==> config.mk <==
export PLATFORM = sky130hd
export DESIGN_NAME = delta_varint_id_matcher_flat
export DESIGN_NICKNAME = d
export VERILOG_FILES = /design/src/hw/rtl/dvm_pkg.sv /design/src/hw/rtl/dvm_if.sv /design/src/hw/rtl/dvm_scan.sv /design/src/hw/rtl/delta_varint_id_matcher.sv /design/src/flat_wrapper.sv
export SDC_FILE = /design/constraint.sdc
export NUM_CORES = 1
export LEC_CHECK = 0
export BUFFER_PORTS_ARGS = -buffer_cell sky130_fd_sc_hd__buf_2
export CORE_MARGIN = 4
export CORE_UTILIZATION = 45
export CTS_BUF_LIST = sky130_fd_sc_hd__clkbuf_8
export DETAILED_ROUTE_END_ITERATION = 10
export REMOVE_ABC_BUFFERS = 1
export SYNTH_ARGS = -nofsm -noshare
export SYNTH_HDL_FRONTEND = slang
export SYNTH_SLANG_ARGS = --single-unit
==> constraint.sdc <==
create_clock -name clock -period 14.95 [get_ports clock]
set_input_delay 2.99 -clock clock [delete_from_list [all_inputs] [get_ports clock]]
set_output_delay 2.99 -clock clock [all_outputs]
set_load 0.1 [all_outputs]
==> src/hw/rtl/dvm_pkg.sv <==
// dvm_pkg.sv: shared types and constants of the varint id matcher
`timescale 1ns / 1ps
`default_nettype none
package dvm_pkg;

   localparam int BYTE_W     = 8;
   localparam int TARGET_W   = 63;
   localparam int POS_W      = 64;
   localparam int GRP_W      = 4;
   localparam int SHAMT_W    = 6;
   localparam int CSR_ADDR_W = 3;
   localparam int CSR_DATA_W = 64;

   localparam logic [CSR_ADDR_W-1:0] CSR_TARGET_ADDR = 3'd0;

   // last varint group that still lands inside the 64-bit position
   localparam logic [GRP_W-1:0] GRP_LIVE_MAX = 4'd9;
   localparam logic [BYTE_W-1:0] ID_TERM     = 8'h00;

   localparam logic KIND_MATCH    = 1'b0;
   localparam logic KIND_NOTFOUND = 1'b1;

   typedef enum logic [3:0] {
      PH_VARINT = 4'b0001,
      PH_SKIP   = 4'b0010,
      PH_STREAM = 4'b0100,
      PH_DONE   = 4'b1000
   } phase_type;

   typedef struct packed {
      logic              valid;
      logic [BYTE_W-1:0] id_char;
      logic              kind;
      logic              final_flag;
   } res_type;

endpackage
`default_nettype wire

==> src/hw/rtl/dvm_if.sv <==
// dvm_if.sv: valid/ready word channels of the varint id matcher
`timescale 1ns / 1ps
`default_nettype none
interface dvm_req_if import dvm_pkg::*; ();
   logic              valid;
   logic              ready;
   logic [BYTE_W-1:0] data_byte;
   logic              last_byte;

   modport source (output valid, output data_byte, output last_byte, input ready);
   modport sink   (input valid, input data_byte, input last_byte, output ready);
endinterface

interface dvm_rsp_if import dvm_pkg::*; ();
   logic              valid;
   logic              ready;
   logic [BYTE_W-1:0] id_char;
   logic              kind;
   logic              final_flag;

   modport source (output valid, output id_char, output kind, output final_flag, input ready);
   modport sink   (input valid, input id_char, input kind, input final_flag, output ready);
endinterface
`default_nettype wire

==> src/hw/rtl/dvm_scan.sv <==
// dvm_scan.sv: bucket scan state and per-byte decode, match and result logic
`timescale 1ns / 1ps
`default_nettype none
module dvm_scan import dvm_pkg::*; (
   input  wire logic                clock,
   input  wire logic                reset,
   input  wire logic                step,
   input  wire logic [BYTE_W-1:0]   data_byte,
   input  wire logic                last_byte,
   input  wire logic [TARGET_W-1:0] target,
   output res_type                  res
);

   phase_type         phase_ff, phase_in;
   logic [POS_W-1:0]  pos_ff, pos_in;
   logic [GRP_W-1:0]  grp_ff, grp_in;
   logic              match_ff, match_in;

   logic               grp_live;
   logic [SHAMT_W-1:0] shamt;
   logic [POS_W-1:0]   addend;
   logic [POS_W-1:0]   pos_sum;
   logic               hit;
   res_type            res_c;

   assign grp_live = (grp_ff <= GRP_LIVE_MAX);
   assign shamt    = SHAMT_W'({2'b00, grp_ff} * 6'd7);
   assign addend   = grp_live ? ({{(POS_W-7){1'b0}}, data_byte[6:0]} << shamt) : '0;
   assign pos_sum  = pos_ff + addend;
   assign hit      = (pos_sum == {1'b0, target});

   always_comb begin
      phase_in = phase_ff;
      pos_in   = pos_ff;
      grp_in   = grp_ff;
      match_in = match_ff;
      res_c    = '0;
      case (phase_ff)
         PH_VARINT: begin
            pos_in = pos_sum;
            if (data_byte[7]) begin
               if (grp_live) begin
                  grp_in = grp_ff + 4'd1;
               end
            end else begin
               grp_in = '0;
               if (hit) begin
                  phase_in = PH_STREAM;
                  match_in = 1'b1;
               end else begin
                  phase_in = PH_SKIP;
               end
            end
         end
         PH_SKIP: begin
            if (data_byte == ID_TERM) begin
               phase_in = PH_VARINT;
            end
         end
         PH_STREAM: begin
            res_c.valid      = 1'b1;
            res_c.id_char    = data_byte;
            res_c.kind       = KIND_MATCH;
            res_c.final_flag = (data_byte == ID_TERM);
            if (data_byte == ID_TERM) begin
               phase_in = PH_DONE;
            end
         end
         default: begin
         end
      endcase

      if (last_byte) begin
         if (!match_in) begin
            res_c.valid      = 1'b1;
            res_c.id_char    = ID_TERM;
            res_c.kind       = KIND_NOTFOUND;
            res_c.final_flag = 1'b1;
         end else if (phase_in == PH_STREAM) begin
            if (!res_c.valid) begin
               res_c.valid   = 1'b1;
               res_c.id_char = ID_TERM;
               res_c.kind    = KIND_MATCH;
            end
            res_c.final_flag = 1'b1;
         end
         phase_in = PH_VARINT;
         pos_in   = '0;
         grp_in   = '0;
         match_in = 1'b0;
      end
   end

   assign res = step ? res_c : '0;

   always_ff @(posedge clock) begin
      if (reset) begin
         phase_ff <= PH_VARINT;
         pos_ff   <= '0;
         grp_ff   <= '0;
         match_ff <= 1'b0;
      end else if (step) begin
         phase_ff <= phase_in;
         pos_ff   <= pos_in;
         grp_ff   <= grp_in;
         match_ff <= match_in;
      end
   end

endmodule
`default_nettype wire

==> src/hw/rtl/delta_varint_id_matcher.sv <==
// delta_varint_id_matcher.sv: top level of the varint delta id matcher
//
//  port   dir   handshake            word
//  req    in    valid/ready          data_byte[7:0], last_byte
//  rsp    out   valid/ready          id_char[7:0], kind, final_flag
//  csr    in    apb, pready always 1 target_position at byte address 0
//
//  one byte per cycle sustained while rsp is not stalled; input register then result register
//  a byte's word passes from req through the input register and then the result register to rsp
//  cycle time is set by the varint shift, add and compare between the two registers
//  a stalled rsp holds the byte in the input register; req drops ready only then
//  synchronous reset clears scan state, valids and target_position
`timescale 1ns / 1ps
`default_nettype none
module delta_varint_id_matcher import dvm_pkg::*; (
   input  wire logic                  clock,
   input  wire logic                  reset,
   dvm_req_if.sink                    req,
   dvm_rsp_if.source                  rsp,
   input  wire logic                  csr_psel,
   input  wire logic                  csr_penable,
   input  wire logic                  csr_pwrite,
   input  wire logic [CSR_ADDR_W-1:0] csr_paddr,
   input  wire logic [CSR_DATA_W-1:0] csr_pwdata,
   output logic      [CSR_DATA_W-1:0] csr_prdata,
   output logic                       csr_pready
);

   logic                in_valid_ff, in_valid_in;
   logic [BYTE_W-1:0]   in_byte_ff;
   logic                in_last_ff;
   logic                rsp_valid_ff, rsp_valid_in;
   logic [BYTE_W-1:0]   rsp_char_ff;
   logic                rsp_kind_ff;
   logic                rsp_final_ff;
   logic [TARGET_W-1:0] target_ff, target_in;

   logic    req_fire;
   logic    out_free;
   logic    advance;
   logic    csr_wr;
   res_type res;

   assign csr_pready = 1'b1;
   assign csr_wr     = csr_psel && csr_penable && csr_pwrite && csr_pready
                       && (csr_paddr == CSR_TARGET_ADDR);
   assign target_in  = csr_pwdata[TARGET_W-1:0];
   assign csr_prdata = (csr_paddr == CSR_TARGET_ADDR) ? {1'b0, target_ff} : '0;

   assign out_free  = !rsp_valid_ff || rsp.ready;
   assign advance   = in_valid_ff && out_free;
   assign req.ready = !in_valid_ff || out_free;
   assign req_fire  = req.valid && req.ready;

   assign in_valid_in  = req_fire ? 1'b1 : (advance ? 1'b0 : in_valid_ff);
   assign rsp_valid_in = advance ? res.valid : (rsp_valid_ff && !rsp.ready);

   dvm_scan u_scan (
      .clock     (clock),
      .reset     (reset),
      .step      (advance),
      .data_byte (in_byte_ff),
      .last_byte (in_last_ff),
      .target    (target_ff),
      .res       (res)
   );

   always_ff @(posedge clock) begin
      if (reset) begin
         in_valid_ff  <= 1'b0;
         rsp_valid_ff <= 1'b0;
         target_ff    <= '0;
      end else begin
         in_valid_ff  <= in_valid_in;
         rsp_valid_ff <= rsp_valid_in;
         if (csr_wr) begin
            target_ff <= target_in;
         end
      end
   end

   always_ff @(posedge clock) begin
      if (req_fire) begin
         in_byte_ff <= req.data_byte;
         in_last_ff <= req.last_byte;
      end
      if (advance && res.valid) begin
         rsp_char_ff  <= res.id_char;
         rsp_kind_ff  <= res.kind;
         rsp_final_ff <= res.final_flag;
      end
   end

   assign rsp.valid      = rsp_valid_ff;
   assign rsp.id_char    = rsp_char_ff;
   assign rsp.kind       = rsp_kind_ff;
   assign rsp.final_flag = rsp_final_ff;

endmodule
`default_nettype wire

==> src/flat_wrapper.sv <==
// flat-port wrapper written by rule: the top's interface ports become plain ports
module delta_varint_id_matcher_flat import dvm_pkg::*;
  (clock, reset, csr_psel, csr_penable, csr_pwrite, csr_paddr, csr_pwdata, csr_prdata, csr_pready, req_valid, req_data_byte, req_last_byte, req_ready, rsp_valid, rsp_id_char, rsp_kind, rsp_final_flag, rsp_ready);
  dvm_req_if req_i ();
  dvm_rsp_if rsp_i ();
  input  wire logic clock;
  input  wire logic reset;
  input  wire logic csr_psel;
  input  wire logic csr_penable;
  input  wire logic csr_pwrite;
  input  wire logic [CSR_ADDR_W-1:0] csr_paddr;
  input  wire logic [CSR_DATA_W-1:0] csr_pwdata;
  output logic      [CSR_DATA_W-1:0] csr_prdata;
  output logic csr_pready;
  input wire logic [$bits(req_i.valid)-1:0] req_valid;
  input wire logic [$bits(req_i.data_byte)-1:0] req_data_byte;
  input wire logic [$bits(req_i.last_byte)-1:0] req_last_byte;
  output wire logic [$bits(req_i.ready)-1:0] req_ready;
  output wire logic [$bits(rsp_i.valid)-1:0] rsp_valid;
  output wire logic [$bits(rsp_i.id_char)-1:0] rsp_id_char;
  output wire logic [$bits(rsp_i.kind)-1:0] rsp_kind;
  output wire logic [$bits(rsp_i.final_flag)-1:0] rsp_final_flag;
  input wire logic [$bits(rsp_i.ready)-1:0] rsp_ready;
  assign req_i.valid = req_valid;
  assign req_i.data_byte = req_data_byte;
  assign req_i.last_byte = req_last_byte;
  assign req_ready = req_i.ready;
  assign rsp_valid = rsp_i.valid;
  assign rsp_id_char = rsp_i.id_char;
  assign rsp_kind = rsp_i.kind;
  assign rsp_final_flag = rsp_i.final_flag;
  assign rsp_i.ready = rsp_ready;
  delta_varint_id_matcher u_core (.clock(clock), .reset(reset), .req(req_i), .rsp(rsp_i), .csr_psel(csr_psel), .csr_penable(csr_penable), .csr_pwrite(csr_pwrite), .csr_paddr(csr_paddr), .csr_pwdata(csr_pwdata), .csr_prdata(csr_prdata), .csr_pready(csr_pready));
endmodule
# After elaboration in Yosys (flattened, before gate mapping)
# Index checks and enable logic that the tools add are counted.
[classes] eq_ne=6 mux=27 magnitude_cmp=1 shifts=1 n_addsub=2 reduce_logical=18 multipliers=1
[ops] operator="64-bit two-way mux" count=3
[ops] operator="64-bit adder" count=1
[ops] operator="64-bit by 63-bit equality test with 1-bit output" count=1
[ops] operator="7-bit by 6-bit left shift with 64-bit output" count=1
[ops] operator="63-bit two-way mux" count=1
[ops] operator="11-bit two-way mux" count=5
[ops] operator="4-bit two-way mux" count=8
[ops] operator="4-bit case mux with 3 select lines" count=1
[ops] operator="9-bit two-way mux" count=1
[ops] operator="4-bit by 3-bit equality test with 1-bit output (second input constant)" count=2
[ops] operator="8-bit zero test" count=1
[ops] operator="1-bit logical AND" count=7
[ops] operator="1-bit two-way mux" count=7
[ops] operator="4-bit by 3-bit multiplier with 6-bit output (second input constant)" count=1
[ops] operator="4-bit by 1-bit adder with 4-bit output (second input constant)" count=1
[ops] operator="4-bit by 1-bit equality test with 1-bit output (second input constant)" count=1
[ops] operator="4-bit by 2-bit equality test with 1-bit output (second input constant)" count=1
[ops] operator="4-bit less-or-equal comparator (second input constant)" count=1
[ops] operator="2-bit nonzero test" count=2
[ops] operator="1-bit zero test" count=3
[ops] operator="3-bit zero test" count=1
[ops] operator="3-bit two-way mux" count=1
[ops] operator="3-bit != test (second input constant)" count=1
[ops] operator="3-bit AND reduction" count=1
[ops] operator="other kinds (2)" count=3
[totals] input_bits=83 register_bits=157

# Depth between registers and ports, before layout
# Gate-level depths: netlist of run 1.
[depth] word_depth=14 depth_mapped=30 depth_no_buf=25

# Cells and area by module
# From an unflattened synthesis of run 1, not the netlist that was laid out.
[unflattened] cells_unflattened=1946 hier_area_um2=15118.2
[modules_own_cells] mod="dvm_scan" instances=1 area_each_um2=11116.9 cells_each=1567
[modules_own_cells] mod="delta_varint_id_matcher" instances=1 area_each_um2=4001.3 cells_each=379

# Least setup slack after synthesis of run 1
# No wires, ideal clock.
[synth_path] path_kind="input to output" start="input csr_paddr[1]" end="output csr_prdata[0]" arrival_ps=4434 path_slack_ps=7526 t_required_ps=11960 stages=4 cell_sequence="nor3_1 > clkbuf_1 > clkbuf_1 > and2_1"
[synth_via] elab_chain_cells=2
[synth_lines] item="from (decl)" line="flat_wrapper.sv:11" rtl="input wire logic [CSR_ADDR_W-1:0] csr_paddr;"
[synth_lines] item="3-bit zero test" line="delta_varint_id_matcher.sv:48" rtl="assign csr_prdata = (csr_paddr == CSR_TARGET_ADDR) ? {1'b0, target_ff} : '0;"
[synth_lines] item="63-bit two-way mux" line="delta_varint_id_matcher.sv:48"
[synth_lines] item="to (decl)" line="flat_wrapper.sv:13" rtl="output logic [CSR_DATA_W-1:0] csr_prdata;"
# No other way between the ends.

# Worst setup path after layout of run 1
[layout_path] start="register u_core.u_scan.grp_ff[0]" end="register u_core.rsp_char_ff[5] (netlist: u_core.rsp.id_char[5]) (enable)"
[layout_via] elab_chain_cells=14 elab_cells_between_ends=18 cone_classes="add/sub: 1; mul: 1; order compare: 1; eq/ne: 2; shift: 1; mux: 11; reduce/logical: 1"
[layout_lines] item="from (decl)" line="dvm_scan.sv:16" rtl="logic [GRP_W-1:0] grp_ff, grp_in;"
[layout_lines] item="from (signal assigned)" line="dvm_scan.sv:105" rtl="grp_ff <= grp_in;"
[layout_lines] item="4-bit by 3-bit multiplier with 6-bit output" line="dvm_scan.sv:27" rtl="assign shamt = SHAMT_W'({2'b00, grp_ff} * 6'd7);"
[layout_lines] item="7-bit by 6-bit left shift with 64-bit output" line="dvm_scan.sv:28" rtl="assign addend = grp_live ? ({{(POS_W-7){1'b0}}, data_byte[6:0]} << shamt) : '0;"
[layout_lines] item="64-bit two-way mux *" line="dvm_scan.sv:28"
[layout_lines] item="64-bit adder *" line="dvm_scan.sv:29" rtl="assign pos_sum = pos_ff + addend;"
[layout_lines] item="64-bit by 63-bit equality test with 1-bit output *" line="dvm_scan.sv:30" rtl="assign hit = (pos_sum == {1'b0, target});"
[layout_lines] item="3-bit two-way mux" line="dvm_scan.sv:47" rtl="if (hit) begin"
[layout_lines] item="4-bit two-way mux" line="dvm_scan.sv:41" rtl="if (data_byte[7]) begin"
[layout_lines] item="4-bit case mux with 3 select lines" line="dvm_scan.sv:38" rtl="case (phase_ff)"
[layout_lines] item="4-bit by 3-bit equality test with 1-bit output" line="dvm_scan.sv:79" rtl="end else if (phase_in == PH_STREAM) begin"
[layout_lines] item="11-bit two-way mux" line="dvm_scan.sv:79"
[layout_lines] item="11-bit two-way mux *" line="dvm_scan.sv:74" rtl="if (!match_in) begin"
[layout_lines] item="11-bit two-way mux *" line="dvm_scan.sv:73" rtl="if (last_byte) begin"
[layout_lines] item="11-bit two-way mux *" line="dvm_scan.sv:94" rtl="assign res = step ? res_c : '0;"
[layout_lines] item="1-bit logical AND *" line="delta_varint_id_matcher.sv:87" rtl="if (advance && res.valid) begin"
[layout_lines] item="to (signal assigned)" line="delta_varint_id_matcher.sv:88" rtl="rsp_char_ff <= res.id_char;"
[layout_lines] item="to (decl)" line="delta_varint_id_matcher.sv:33" rtl="logic [BYTE_W-1:0] rsp_char_ff;"
# Mark *: on every way between the ends. The rest lies on a longest branch, timed or not.
# A chain may end at the register's enable or synchronous reset.

==> flow_metrics.tcl, run 1 <==
set metrics [dict create \
    r2r-end "u_core.rsp.id_char[5]$_SDFFCE_PN0P_" \
    clk_path_buf_depth 2 \
    die_w_um 187.4 \
    fp-row-count 65 \
    worstPathArrival_ns 10.34 \
    clock_skew_ns 0.01181 \
    ys_ff_latch 157 \
    yosysSeqAreaShare 0.2300 \
    final_hold_viol_count 0 \
    setup_viol 0 \
    async_reset_ff_frac 0 \
    syn_avg_cell_area_um2 7.271 \
    postCtsSetupRepairBufs 0 \
    min_to "u_core.u_scan.pos_ff[54]$_SDFFE_PP0P_" \
    worst_hold_slack_ns 0.4671 \
    synth_compound_area_frac 0.2506 \
    worstPathMaxFanout 19 \
    switching_share 0.3128 \
    hold_depth 2 \
    place.gp.congestion 1.055 \
    drtAntennaViolNets 0 \
    via_per_inst 6.322 \
    hold_buffers 0 \
    wl_per_cell_um 24.97 \
    final_cells 2473 \
    endpoint_kind "flip-flop" \
    grt_max_degree 72 \
    syn2layout_area_growth_pct 8.479 \
    cts_tree "done" \
    grt_use_total 0.3396 \
    antenna_found_initial 4 \
    synth_area_leaders "dfxtp_1 19%, nand2_1 7.5%, a21oi_1 6.5%, ha_1 6.3%, nor2_1 6.2%" \
    holdCritPathClass "flip-flop to flip-flop" \
    ctsResizeCount 0 \
    p_switching_uw 273.8 \
    synthXorXnorAreaFrac 0.08497 \
    synth_area_um2 14490 \
    status "completed" \
    layout_setup_ws_ns 4.767 \
    synth_largest_area_cell "dfxtp_1" \
    floorplan.initialDensity 0.4580 \
    vias 15634 \
    grt-ovfl-total 0 \
    fin_crit_sh 0.6811 \
    drc 0 \
    synth_mux_area_frac 0.01148 \
    power_density_nw_per_um2 55.67 \
    final_util 0.4969 \
    fin_area_um2 15720 \
    syn_inst 1993 \
    yosys_warnings 0 \
    power_frac_clock 0.383 \
    rr_worst_depth 22 \
    drive_gt1_frac 0.1232 \
    dieHeight_um 187.4 \
    first_pass_iters 6 \
    synthSimpleGateAreaFrac 0.3033 \
    leakage_nw 6.186 \
    final_common_cell "nand2_1" \
    slew_viol_final 0 \
    dpl-instance-area_um2 15330 \
    synth-adder-area-share 0.06994 \
    coreArea_um2 31640 \
    layout_common_cells "290 x nand2_1, 239 x nor2_1, 189 x a21oi_1" \
    io_pins 160 \
    htree_levels 4 \
    startpoint "u_core.u_scan.grp_ff[0]$_SDFFE_PP0P_" \
    cts_sinks 157 \
    tns_ns 0 \
    tightest_slew_ns 1.041 \
    fmax_mhz 98.20 \
    synth_top_family_by_area "simple AND/OR/NAND/NOR gates" \
    cts_buffers 17 \
    cp.required_ns 15.11 \
    period_needed_ns 10.18 \
    fin_total_pwr_uw 875.1 \
    rrSetupSlack_ns 4.77 \
    dominantRegCellSynth "dfxtp_1" \
    dieArea_um2 35140 \
    nets 2218 \
    grt_pass1_vias 14467 \
    synth_top_area_share 0.1907 \
    power_frac_seq 0.498 \
    r2r-start "u_core.u_scan.grp_ff[0]$_SDFFE_PP0P_" \
    crit_path_start_kind "flip-flop" \
    ir_worst_vdd_mv 0.05935 \
    place_ws_ns 5.064 \
    clk_pin_slew_ns 0.10 \
    p_int_uw 601.3 \
    synth.distinct_cells 91 \
    root_buffer "clkbuf_8" \
    p_comb_frac 0.119 \
    synth-edff-count 19 \
    clk_latency_ns 0.53 \
    drtIter0Drc 1774 \
    dp_hpwl_um 48980 \
    holdCritStartpoint "u_core.u_scan.pos_ff[54]$_SDFFE_PP0P_" \
    rsz0062_at_grt "false" \
    drt-total-wl_um 61760 \
    relSlewSlack 0.3021 \
    grt_pass1_wl_um 91550 \
    drv_cap 0 \
    io_buffers 156 \
    place_inst 2440 \
    crit_type "flip-flop to flip-flop" \
]
## power by group through the flow
stage	Sequential (mW)	Clock (mW)	Combinational (mW)
after global placement	0.446	0	0.101
after detailed placement	0.446	0	0.102
after global routing	0.437	0.358	0.113
after floorplan	0.446	0	0.0563
after CTS	0.436	0.343	0.103
final	0.436	0.335	0.104
## worst max-delay path by stage
| stage | endpoint | slack [ns] | depth (start not counted) |
|---|---|---|---|
| finish | u_core.rsp.id_char[5]$_SDFFCE_PN0P_ | 4.77 | 22 |
| global route | u_core.rsp.id_char[0]$_SDFFCE_PN0P_ | 4.38 | 22 |
| CTS | u_core.rsp.id_char[2]$_SDFFCE_PN0P_ | 5.03 | 22 |
| detailed placement | u_core.rsp.id_char[0]$_SDFFCE_PN0P_ | 5.06 | 22 |
| global placement | u_core.rsp.id_char[0]$_SDFFCE_PN0P_ | 5.26 | 22 |
| floorplan | csr_prdata[0] | 5.86 | 2 |
## cells in the mapped netlist (19+ instances only)
master and n:
nand2_1 290, nor2_1 239, a21oi_1 189, dfxtp_1 138, o21ai_0 88, and2_1 84, clkbuf_1 75, ha_1 73
nand4_1 68, a22oi_1 58, xnor2_1 58, nand3_1 44, xor2_1 43, nor3_1 39, buf_2 35, nor2b_1 35
inv_1 30, nor4_1 20, edfxtp_1 19, o21a_1 19
## registers in the layout (all words and copies together) (netlist names), 4 cells and up
| signal | cells |
|---|---|
| u_core.in_byte_ff | 8 |
| u_core.target_ff | 63 |
| u_core.rsp.id_char | 8 |
| u_core.u_scan.grp_ff | 4 |
| u_core.u_scan.phase_ff | 4 |
| u_core.u_scan.pos_ff | 64 |
## worst max-delay path, stage by stage, from the launching register on
cell and delay [ns]:
dfxtp_1 0.74, inv_1 0.29, fa_1 0.53, inv_1 0.07, ha_1 0.18, inv_1 0.06, fa_1 0.37, xor2_1 0.76
nand3_1 0.84, o32ai_1 0.92, ha_1 0.52, a21oi_1 0.29, o21ai_0 0.27, a21o_1 0.28, a21oi_1 0.34, o221a_2 0.49
mux2i_1 0.20, or3_1 0.39, a211oi_1 0.20, nand4b_1 0.18, nor4_1 0.76, a31oi_1 0.27, a22oi_1 0.84
## final cells by class
type,instances,area (um^2)
Antenna cell,1,2.502
Clock buffer,17,234.0
Clock inverter,15,153.9
Fill cell,3240,15920
Inverter,31,116.4
Multi-Input combinational cell,1678,10470
Sequential cell,157,3333
Tap cell,402,503.0
Timing Repair Buffer,172,903.4
## metal layers
metal / wire (um) / up-vias / global-route usage
li1: - / 7347 / -
met5: 37 / - / 0
met1: 26750 / 7384 / 0.4650
met3: 5411 / 134 / 0.06663
met2: 27250 / 763 / 0.5362
met4: 2315 / 6 / 0.1186
## logic make-up after synthesis
logic type | count (synthesis)
compound gates | 555
xor+xnor | 116
fa+ha+maj | 78
buf+inv | 158
flops | 157
mux | 16
other cells | 2
simple gates | 911
(Power assumes the default switching activity.)
==> run 2: changes to the inputs <==
Clock period 14.95 ns to 9.6 ns, I/O delays scaled along.
==> flow_metrics.tcl, run 2 (synthesis gave the netlist of run 1 again) <==
set metrics [dict create \
    crit_path_end "u_core.rsp.id_char[7]$_SDFFCE_PN0P_" \
    fin_area_um2 15870 \
    final_hold_viol_count 0 \
    switching_share 0.3014 \
    drtIter0Drc 1878 \
    dieArea_um2 35140 \
    critPathSlowestCell "fa_1" \
    die_w_um 187.4 \
    cts_sinks 157 \
    final_util 0.5018 \
    place.gp.congestion 1.057 \
    ir_worst_vdd_mv 0.09275 \
    antenna_found_initial 1 \
    clk_path_buf_depth 2 \
    grt.busiest_layer "met2" \
    via_per_inst 6.370 \
    root_buffer "clkbuf_8" \
    startpoint "u_core.u_scan.grp_ff[0]$_SDFFE_PP0P_" \
    top_register "u_core.u_scan.pos_ff" \
    cp_num_cells 28 \
    endpoint_kind "flip-flop" \
    leakage_nw 6.279 \
    layout_common_cells "290 x nand2_1, 239 x nor2_1, 189 x a21oi_1" \
    clock_skew_ns 0.01611 \
    grt_pass1_vias 14583 \
    wl_per_cell_um 24.75 \
    fillers 3206 \
    cp_common_cell "inv_1" \
    rr_worst_depth 28 \
    io_buffers 156 \
    power_frac_clock 0.406 \
    place_inst 2454 \
    fin_crit_sh 0.9076 \
    fmax_mhz 114.8 \
    drive_gt1_frac 0.1296 \
    final_cells 2487 \
    crit_path_start_kind "flip-flop" \
    syn2layout_area_growth_pct 9.550 \
    biggestRegsByFlops "u_core.u_scan.pos_ff x64, u_core.target_ff x63" \
    rsz0062_at_grt "false" \
    hold_buffers 0 \
    p_int_uw 990.3 \
    slew_viol_final 0 \
    status "completed" \
    first_pass_iters 7 \
    coreArea_um2 31640 \
    critPathTopFamily "compound AO/OA/AOI/OAI gates" \
    r2r-start "u_core.u_scan.grp_ff[0]$_SDFFE_PP0P_" \
    clk_pin_slew_ns 0.10 \
    cts_buffers 17 \
    p_comb_frac 0.116 \
    cts_tree "done" \
    drtAntennaViolNets 0 \
    drv_cap 0 \
    power_frac_seq 0.479 \
    met2_usage 0.5224 \
    use_met3 0.06588 \
    worstPathArrival_ns 8.96 \
    worst-path-buf-inv 9 \
    io_pins 160 \
    r2r-end "u_core.rsp.id_char[7]$_SDFFCE_PN0P_" \
    setup_viol 0 \
    final_common_cell "nand2_1" \
    dieHeight_um 187.4 \
    fp-row-count 65 \
    grt_max_degree 71 \
    worst_hold_slack_ns 0.4748 \
    seqCellArea_um2 3333 \
    critical-path-max-stage-delay_ns 0.83 \
    worstPathMaxFanout 19 \
    drc 0 \
    met1_usage 0.4606 \
    htree_levels 4 \
    grt-ovfl-total 0 \
    largest_reg_flops 64 \
    grt_pass1_wl_um 90900 \
    holdCritStartpoint "u_core.u_scan.pos_ff[47]$_SDFFE_PP0P_" \
    rrSetupSlack_ns 0.89 \
    cp.required_ns 9.85 \
    power_density_nw_per_um2 89.31 \
    multi_input_area_um2 10470 \
    dpl-instance-area_um2 15430 \
    grt_use_total 0.3365 \
    relSlewSlack 0.2511 \
    fin_total_pwr_mw 1.418 \
    layout_setup_ws_ns 0.8870 \
    nets 2232 \
    drt-total-wl_um 61560 \
    p_switching_uw 427.3 \
    period_needed_ns 8.713 \
    dp_hpwl_um 48740 \
    place_ws_ns 1.133 \
    holdCritPathClass "flip-flop to flip-flop" \
    clk_latency_ns 0.53 \
    crit_type "flip-flop to flip-flop" \
    floorplan.initialDensity 0.4580 \
    ctsResizeCount 0 \
    tns_ns 0 \
    tightest_slew_ns 1.117 \
    postCtsSetupRepairBufs 0 \
    vias 15842 \
]
-- run 2: changes by cell type in the layout (fill, tap and decap cells not counted), sizes merged --
cell	delta
clkinv	-2
bufinv	+2
buf	+14
-- run 2: per-layer routing --
layer,routed length (um),up-vias
met5,0,-
met3,5473,146
met1,26750,7555
li1,-,7358
met2,26790,783
met4,2549,0
-- run 2: worst min path at each step --
| stage | depth (start not counted) | slack [ns] | end |
|---|---|---|---|
| CTS | 2 | 0.47 | u_core.u_scan.pos_ff[47]$_SDFFE_PP0P_ |
| floorplan | 2 | 0.43 | u_core.u_scan.pos_ff[46]$_SDFFE_PP0P_ |
| finish | 2 | 0.47 | u_core.u_scan.pos_ff[47]$_SDFFE_PP0P_ |
| global placement | 2 | 0.45 | u_core.u_scan.pos_ff[54]$_SDFFE_PP0P_ |
| global route | 2 | 0.48 | u_core.u_scan.pos_ff[47]$_SDFFE_PP0P_ |
| detailed placement | 2 | 0.46 | u_core.u_scan.pos_ff[54]$_SDFFE_PP0P_ |
-- run 2: area by class of cell --
cell class              count  area share
inverters                  31    0.007330
well taps                 402     0.03169
diodes                      1   0.0001576
multi-input cells        1678      0.6597
flip-flops and latches    157      0.2100
repair buffers            186     0.06353
clock buffers              17     0.01474
clock inverters            15     0.01285
-- run 2: worst min-delay path, cell delays in order (launching register included) --
cell and delay, ns:
dfxtp_1 0.33, nand2_1 0.06, a21oi_1 0.05
-- run 2: power groups by stage --
stage	Clock (mW)	Combinational, mW	Sequential [mW]
after floorplan	0	0.0876	0.695
after global placement	0	0.159	0.693
after detailed placement	0	0.161	0.693
after CTS	0.585	0.162	0.678
after global routing	0.613	0.176	0.680
final	0.575	0.164	0.678
